==> config.mk <==
export PLATFORM = sky130hd
export DESIGN_NAME = dpf_front_flat
export DESIGN_NICKNAME = d
export VERILOG_FILES = /design/src/sv/dpf_pkg.sv /design/src/sv/dpf_if.sv /design/src/sv/dpf_front.sv /design/src/flat_wrapper.sv
export SDC_FILE = /design/constraint.sdc
export NUM_CORES = 1
export LEC_CHECK = 0
export ABC_CLOCK_PERIOD_IN_PS = 9600
export BUFFER_PORTS_ARGS = -buffer_cell sky130_fd_sc_hd__clkbuf_2
export CORE_AREA = 2 2 163 181
export DETAILED_ROUTE_END_ITERATION = 8
export DIE_AREA = 0 0 165 183
export GPL_ROUTABILITY_DRIVEN = 0
export GPL_TIMING_DRIVEN = 1
export MAX_ROUTING_LAYER = met4
export PLACE_DENSITY = 0.74
export SETUP_SLACK_MARGIN = 0.2
export SYNTH_ARGS = -nofsm -noshare
export SYNTH_HDL_FRONTEND = slang
export SYNTH_SLANG_ARGS = --single-unit
==> constraint.sdc <==
create_clock -name clk -period 9.6 [get_ports clk]
set_input_delay 0.96 -clock clk [delete_from_list [all_inputs] [get_ports clk]]
set_output_delay 0.96 -clock clk [all_outputs]
set_load 0.03 [all_outputs]
==> src/sv/dpf_pkg.sv <==
// ----------------------------------------------------------------------------
// dpf_pkg
// Shared widths, defaults and register indexes of the persistence filter.
// ----------------------------------------------------------------------------
package dpf_pkg;

    localparam int COORD_W    = 12;    // port width of a rectangle field
    localparam int TIME_W     = 32;
    localparam int OVL_W      = 7;
    localparam int HOLD_W     = 8;
    localparam int CFG_DATA_W = 8;
    localparam int CFG_IDX_W  = 1;

    localparam int MAX_RECTS_DEF  = 64;
    localparam int COORD_BITS_DEF = 12;

    localparam logic [OVL_W-1:0]  OVL_RESET  = 7'd80;
    localparam logic [HOLD_W-1:0] HOLD_RESET = 8'd3;

    typedef enum logic [CFG_IDX_W-1:0] {
        REG_OVERLAP = 1'b0,
        REG_HOLD    = 1'b1
    } cfg_reg_t;

endpackage

==> src/sv/dpf_if.sv <==
// ----------------------------------------------------------------------------
// dpf_in_if / dpf_out_if
// Valid/ready channels for detection items and filtered results.
// ----------------------------------------------------------------------------
interface dpf_in_if;
    logic                        valid;
    logic                        ready;
    logic                        empty_frame;
    logic [dpf_pkg::COORD_W-1:0] rect_x;
    logic [dpf_pkg::COORD_W-1:0] rect_y;
    logic [dpf_pkg::COORD_W-1:0] rect_w;
    logic [dpf_pkg::COORD_W-1:0] rect_h;
    logic [dpf_pkg::TIME_W-1:0]  now_time;
    logic                        frame_end;

    modport source (output valid, empty_frame, rect_x, rect_y, rect_w, rect_h,
                    now_time, frame_end, input ready);
    modport sink   (input valid, empty_frame, rect_x, rect_y, rect_w, rect_h,
                    now_time, frame_end, output ready);
endinterface


==> src/sv/dpf_front.sv <==
// ----------------------------------------------------------------------------
// dpf_front
// Accept items, mask coordinates, compute area and queue them (two deep).
// ----------------------------------------------------------------------------
module dpf_front #(
    parameter int CB = dpf_pkg::COORD_BITS_DEF
) (
    input  logic                       clk,
    input  logic                       rst_n,
    dpf_in_if.sink                     in_ch,
    output logic                       q_valid,
    input  logic                       q_pop,
    output logic                       q_empty,
    output logic                       q_fe,
    output logic [CB-1:0]              q_x,
    output logic [CB-1:0]              q_y,
    output logic [CB-1:0]              q_w,
    output logic [CB-1:0]              q_h,
    output logic [2*CB-1:0]            q_area,
    output logic [dpf_pkg::TIME_W-1:0] q_now
);
    import dpf_pkg::*;

    logic            e_empty [2];
    logic            e_fe    [2];
    logic [CB-1:0]   e_x     [2];
    logic [CB-1:0]   e_y     [2];
    logic [CB-1:0]   e_w     [2];
    logic [CB-1:0]   e_h     [2];
    logic [2*CB-1:0] e_area  [2];
    logic [TIME_W-1:0] e_now [2];

    logic       wr_ptr_reg, rd_ptr_reg;
    logic [1:0] cnt_reg;
    logic       push;
    logic [CB-1:0] mw, mh;

    assign in_ch.ready = (cnt_reg != 2'd2);
    assign push        = in_ch.valid && in_ch.ready;
    assign mw          = CB'(in_ch.rect_w);
    assign mh          = CB'(in_ch.rect_h);

    always_ff @(posedge clk)
    begin
        if (push)
        begin
            e_empty[wr_ptr_reg] <= in_ch.empty_frame;
            e_fe[wr_ptr_reg]    <= in_ch.frame_end;
            e_x[wr_ptr_reg]     <= CB'(in_ch.rect_x);
            e_y[wr_ptr_reg]     <= CB'(in_ch.rect_y);
            e_w[wr_ptr_reg]     <= mw;
            e_h[wr_ptr_reg]     <= mh;
            e_area[wr_ptr_reg]  <= mw * mh;
            e_now[wr_ptr_reg]   <= in_ch.now_time;
        end
    end

    always_ff @(posedge clk or negedge rst_n)
    begin
        if (!rst_n)
        begin
            wr_ptr_reg <= 1'b0;
            rd_ptr_reg <= 1'b0;
            cnt_reg    <= 2'd0;
        end
        else
        begin
            if (push)
            begin
                wr_ptr_reg <= !wr_ptr_reg;
            end
            if (q_pop)
            begin
                rd_ptr_reg <= !rd_ptr_reg;
            end
            cnt_reg <= cnt_reg + 2'(push) - 2'(q_pop);
        end
    end

    assign q_valid = (cnt_reg != 2'd0);
    assign q_empty = e_empty[rd_ptr_reg];
    assign q_fe    = e_fe[rd_ptr_reg];
    assign q_x     = e_x[rd_ptr_reg];
    assign q_y     = e_y[rd_ptr_reg];
    assign q_w     = e_w[rd_ptr_reg];
    assign q_h     = e_h[rd_ptr_reg];
    assign q_area  = e_area[rd_ptr_reg];
    assign q_now   = e_now[rd_ptr_reg];
endmodule

==> src/flat_wrapper.sv <==
// flat-port wrapper written by rule: the top's interface ports become plain ports
module dpf_front_flat import dpf_pkg::*;
#(
    parameter int CB = dpf_pkg::COORD_BITS_DEF
)
  (clk, rst_n, q_valid, q_pop, q_empty, q_fe, q_x, q_y, q_w, q_h, q_area, q_now, in_ch_valid, in_ch_empty_frame, in_ch_rect_x, in_ch_rect_y, in_ch_rect_w, in_ch_rect_h, in_ch_now_time, in_ch_frame_end, in_ch_ready);
  dpf_in_if in_ch_i ();
  input  logic clk;
  input  logic rst_n;
  output logic q_valid;
  input  logic q_pop;
  output logic q_empty;
  output logic q_fe;
  output logic [CB-1:0] q_x;
  output logic [CB-1:0] q_y;
  output logic [CB-1:0] q_w;
  output logic [CB-1:0] q_h;
  output logic [2*CB-1:0] q_area;
  output logic [dpf_pkg::TIME_W-1:0] q_now;
  input wire logic [$bits(in_ch_i.valid)-1:0] in_ch_valid;
  input wire logic [$bits(in_ch_i.empty_frame)-1:0] in_ch_empty_frame;
  input wire logic [$bits(in_ch_i.rect_x)-1:0] in_ch_rect_x;
  input wire logic [$bits(in_ch_i.rect_y)-1:0] in_ch_rect_y;
  input wire logic [$bits(in_ch_i.rect_w)-1:0] in_ch_rect_w;
  input wire logic [$bits(in_ch_i.rect_h)-1:0] in_ch_rect_h;
  input wire logic [$bits(in_ch_i.now_time)-1:0] in_ch_now_time;
  input wire logic [$bits(in_ch_i.frame_end)-1:0] in_ch_frame_end;
  output wire logic [$bits(in_ch_i.ready)-1:0] in_ch_ready;
  assign in_ch_i.valid = in_ch_valid;
  assign in_ch_i.empty_frame = in_ch_empty_frame;
  assign in_ch_i.rect_x = in_ch_rect_x;
  assign in_ch_i.rect_y = in_ch_rect_y;
  assign in_ch_i.rect_w = in_ch_rect_w;
  assign in_ch_i.rect_h = in_ch_rect_h;
  assign in_ch_i.now_time = in_ch_now_time;
  assign in_ch_i.frame_end = in_ch_frame_end;
  assign in_ch_ready = in_ch_i.ready;
  dpf_front #(.CB(CB)) u_core (.clk(clk), .rst_n(rst_n), .in_ch(in_ch_i), .q_valid(q_valid), .q_pop(q_pop), .q_empty(q_empty), .q_fe(q_fe), .q_x(q_x), .q_y(q_y), .q_w(q_w), .q_h(q_h), .q_area(q_area), .q_now(q_now));
endmodule
## Word-level counts from Yosys, hierarchy flattened

Memories as Yosys holds them, arrays and structs flattened.
Cells that the tools add are included.

- Multiplexer cells: 2
- Equal/unequal tests: 1
- Reduce and logical (&&, ||, !) cells: 4
- $mul: 1
- Add/sub/neg operators: 2

Operator list:

| cell | count |
|---|---|
| multiplier 12 x 12 -> 24 bit | 1 |
| adder 2 x 1 -> 2 bit | 1 |
| zero test 1 bit | 2 |
| two-way mux 1 bit | 2 |
| != test 2 bit, second input constant | 1 |
| nonzero test 2 bit | 1 |
| subtractor 2 x 1 -> 2 bit | 1 |
| logical AND 1 bit | 1 |

- Register bits: 4
- RAM bits: 212
- Word-level logic and storage cells: 21
- Memories: 8
- Output and inout port bits: 108

Memory list:

| memory | words | bits a word | read ports | clocked after memory_dff | write ports | RTL line | RTL |
|---|---|---|---|---|---|---|---|
| u_core.e_now | 2 | 32 | 1 | 0 | 1 | dpf_front.sv:31 | `logic [TIME_W-1:0] e_now [2];` |
| u_core.e_area | 2 | 24 | 1 | 0 | 1 | dpf_front.sv:30 | `logic [2*CB-1:0] e_area [2];` |
| u_core.e_h | 2 | 12 | 1 | 0 | 1 | dpf_front.sv:29 | `logic [CB-1:0] e_h [2];` |
| u_core.e_w | 2 | 12 | 1 | 0 | 1 | dpf_front.sv:28 | `logic [CB-1:0] e_w [2];` |
| u_core.e_x | 2 | 12 | 1 | 0 | 1 | dpf_front.sv:26 | `logic [CB-1:0] e_x [2];` |
| u_core.e_y | 2 | 12 | 1 | 0 | 1 | dpf_front.sv:27 | `logic [CB-1:0] e_y [2];` |
| +2 memories | n/a | n/a | n/a | n/a | n/a | n/a |  |

## Longest topological paths before layout

- Depth in word-level cells: 4
- Mapped depth: 19

## Least setup slack after synthesis

OpenSTA, ideal clock, no wires.

- Kind: input-to-reg
- From: in in_ch_valid
- To: mem u_core.e_area[0][0] (netlist bit) (enable)
- Setup slack: 3.558 ns
- Arrival time: 5.470 ns
- Setup time: 0.572 ns
- Stages: 2
- Buffers on the path: 0
- Path through: nand2_1 > nor2_1

- Cells in the longest elaborated chain, start to end: 3

Ends and longest elaborated chain:

| what | RTL line | RTL |
|---|---|---|
| start, declared | flat_wrapper.sv:20 | `input wire logic [$bits(in_ch_i.valid)-1:0] in_ch_valid;` |
| logical AND 1 bit | dpf_front.sv:39 | `assign push = in_ch.valid && in_ch.ready;` |
| two-way mux 1 bit | dpf_front.sv:45 | `if (push)` |
| two-way mux 1 bit (implied by the code) | dpf_front.sv:53 | `e_area[wr_ptr_reg] <= mw * mh;` |
| end, declared | dpf_front.sv:30 |  |

No other way between the ends.

## Worst setup path in the final report

- From: in in_ch_rect_w[7]
- To: mem u_core.e_area[1][17] (netlist bit), data pin

- Cells in the longest elaborated chain, start to end: 1

Ends and longest elaborated chain:

| what | RTL line | RTL |
|---|---|---|
| start, declared | flat_wrapper.sv:24 | `input wire logic [$bits(in_ch_i.rect_w)-1:0] in_ch_rect_w;` |
| multiplier 12 x 12 -> 24 bit | dpf_front.sv:53 |  |

No other way between the ends.

==> impl_metrics.csv <==
group,metric,value,unit
outcome,status,"completed",
place,place_worst_setup_slack,3739,ps
drt,vias,7493,
sta,fin_crit,5381,ps
critical_path,reg2reg_depth,5,
clocking,cts.sinks,216,
job,maxCapViolCount,0,
sta,relSlewSlack,30.77,%
critical_path,crit_required,9860,ps
critical_path,endpoint,"u_core.e_area[1][17]",
yosys,syn_avg_cell_area,13.60,um^2
clocking,cts_tree,"yes",
critical_path,cp_top_family,"adder cells",
yosys,syn-cell-area,12600,um^2
die,design.core.area,28380,um^2
place,dp_hpwl,18.10,mm
pwr,power_density,349.5,nW/um^2
critical_path,cp-start-kind,"input port",
yosys,synth_top_area_share,50.51,%
critical_path,cp.arrival,5640,ps
critical_path,crit_path_max_fanout,14,
clocking,clkTransAtPathRegs,60,ps
finish,layout_common_cells,"edfxtp_1 (212), clkbuf_2 (193), inv_1 (133)",
grt,antenna_found_initial,0,
grt,grt_max_degree,77,
sta,worst_pin_slew,1039,ps
finish,largest_register_ffs,64,
critical_path,regToRegStartpoint,"u_core.cnt_reg[1]",
yosys,synth_edf_count,212,
sta,skew,13.07,ps
yosys,ys_ff_latch,216,
sta,setup_viol,0,
place,io_buffer_count,193,
yosys,synth_top_family_by_area,"adder cells",
clocking,ctsHoldBuffers,0,
critical_path,endpoint_kind,"register",
drt,vias_per_cell,5.015,
min_path,holdCritPathClass,"input port to async pin",
sta,drv_slew,0,
critical_path,cpMostUsedCell,"fa_1",
critical_path,cp.depth,17,
finish,area_delta_synth_final,16.23,%
finish,multi_input_area,5502,um^2
sta,grt_setup_unrepaired,"false",
grt,grt_pass1_wl,39.99,mm
finish,largest_registers,"u_core.e_now x64, u_core.e_area x48",
die,rows,65,
yosys,yosys.area.top_type,"edfxtp_1",
drt,drt-initial-drc-count,583,
yosys,synth_seq_area_share,51.30,%
critical_path,max_stage_delay,580,ps
finish,fillers,2383,
yosys,ys_types,44,
critical_path,r2r_setup_slack,7080,ps
clocking,cts_buffers,23,
pwr,p_leak,0.006312,uW
sta,tns,0,ps
yosys,synthArstFlopShare,1.852,%
yosys,synth-simple-area-share,7.524,%
clocking,cts_buffer_depth,3,
finish,nets,1360,
sta,layout_setup_ws,4219,ps
place,dpl.cell_count,1453,
drt,drt-total-wl,25.06,mm
die,die_y,183,um
clocking,clk_latency,520,ps
drt,drtAntennaViolNets,0,
die,start_util,44.41,%
sta,post-route-period-util,56.06,%
critical_path,r2r_end,"u_core.e_fe[0]",
finish,layout-drive-gt1-share,30.37,%
yosys,synth_cells,927,
die,ios,194,
grt,grt_usage,17.11,%
sta,hold_viol_final,0,
pwr,power,5120,uW
finish,final_common_cell,"edfxtp_1",
yosys,yosys.area_share.adder,22.24,%
clocking,cts.repair.resized,0,
critical_path,critical_path.slowest_cell,"fa_1",
finish,utilization,51.62,%
clocking,root_buffer,"clkbuf_16",
drt,wl_per_cell,16.78,um
yosys,synth-compound-area-share,2.779,%
die,die_x,165,um
die,die-area,30200,um^2
yosys,synth_nets,1177,
critical_path,setup.worst_path.class,"input port to register",
critical_path,worstSetupStartpoint,"in_ch_rect_w[7]",
clocking,cts_setup_buffers,0,
yosys,synth-xor-area-share,1.459,%
critical_path,crit_buf_inv,4,
yosys,synth_warnings,0,
finish,insertedDiodeCount,0,
finish,seq_area,6470,um^2
yosys,synth.area.mux_share,9.549,%
yosys,ys.flop_type,"edfxtp_1",
yosys,synth_area_leaders,"edfxtp_1 (51%), fa_1 (16%), mux2_2 (9.5%), ha_1 (6.4%), inv_1 (4.0%)",
critical_path,path_cells,"clkbuf_2 -> nand2_1 -> fa_1 -> fa_1 -> fa_1 -> inv_1 -> fa_1 -> inv_1 -> fa_1 -> inv_1 -> ha_1 -> a21o_1 -> a31oi_1 -> a21boi_0 -> o21ai_1 -> a31oi_1 -> xnor2_1",
drt,post-route-drc-count,0,
clocking,ctsHtreeMaxLevel,1,
finish,finalNonFillerCells,1494,
finish,regMostFlops,"u_core.e_now",
sta,fmax,185.8,MHz
grt,grt_pass1_vias,7919,
pwr,ir_worst_vdd,0.2054,mV
grt,grt_overflow_total,0,
drt,drtPass1Iterations,7,
cell type report:
type | count | area share, %
Sequential cell | 216 | 44.16
Tap cell | 368 | 3.143
Multi-Input combinational cell | 539 | 37.55
Inverter | 133 | 3.408
Clock inverter | 12 | 0.8540
Timing Repair Buffer | 197 | 6.798
Clock buffer | 29 | 4.082
synthesized netlist by cell type, drive strengths merged (2+ instances only):
| cell type | instances |
|---|---|
| a21boi | 2 |
| a31oi | 6 |
| xor2 | 5 |
| dfrtp | 4 |
| xnor2 | 16 |
| and2 | 66 |
| mux2 | 106 |
| inv | 133 |
| ha | 64 |
| nand2 | 97 |
| and3 | 5 |
| nor2 | 6 |
| a21oi | 18 |
| a21o | 7 |
| nand3 | 7 |
| fa | 100 |
| o21a | 3 |
| nor3 | 2 |
| edfxtp | 212 |
| buf | 3 |
| nor2b | 2 |
| clkbuf | 36 |
| o21ai | 8 |
where the power goes:
part	internal [uW]	switching [uW]	leakage, uW
sequential	1490	83.9	0.00202
clock	499	361	0.000357
combinational	979	1710	0.00394
total	2970	2150	0.00631
cell families (layout without fill, tap and decap cells):
| family | after synthesis | after routing |
|---|---|---|
| flops | 216 | 216 |
| simple gates | 193 | 193 |
| buf+inv | 172 | 371 |
| fa+ha+maj | 164 | 164 |
| mux | 107 | 107 |
| compound gates | 54 | 54 |
| xor+xnor | 21 | 21 |
metrics by stage:
| stage | cell area, um^2 | hold slack [ps] |
|---|---|---|
| detailed placement | 13930 | 493.2 |
| global placement | 13930 | 478.0 |
| floorplan | 12600 | 459.0 |
| finish | 14650 | 242.8 |
| global route | 14650 | 229.2 |
| CTS | 14650 | 226.5 |
worst min-delay path by stage:
stage	end	slack, ps	cells after the start
floorplan	u_core.cnt_reg[1]	460	1
global placement	u_core.cnt_reg[1]	480	1
detailed placement	u_core.cnt_reg[1]	490	1
CTS	u_core.rd_ptr_reg	230	1
global route	u_core.rd_ptr_reg	230	1
finish	u_core.cnt_reg[0]	240	1
metal layers:
| metal | vias up | wire length (um) | track usage (%) |
|---|---|---|---|
| met2 | 237 | 12150 | 27.95 |
| met4 | 0 | 622 | 5.322 |
| met1 | 3711 | 10320 | 21.36 |
| met3 | 50 | 1973 | 3.686 |
| met5 | - | 0 | - |
| li1 | 3495 | - | - |
Power figures use the tool's default switching activity.
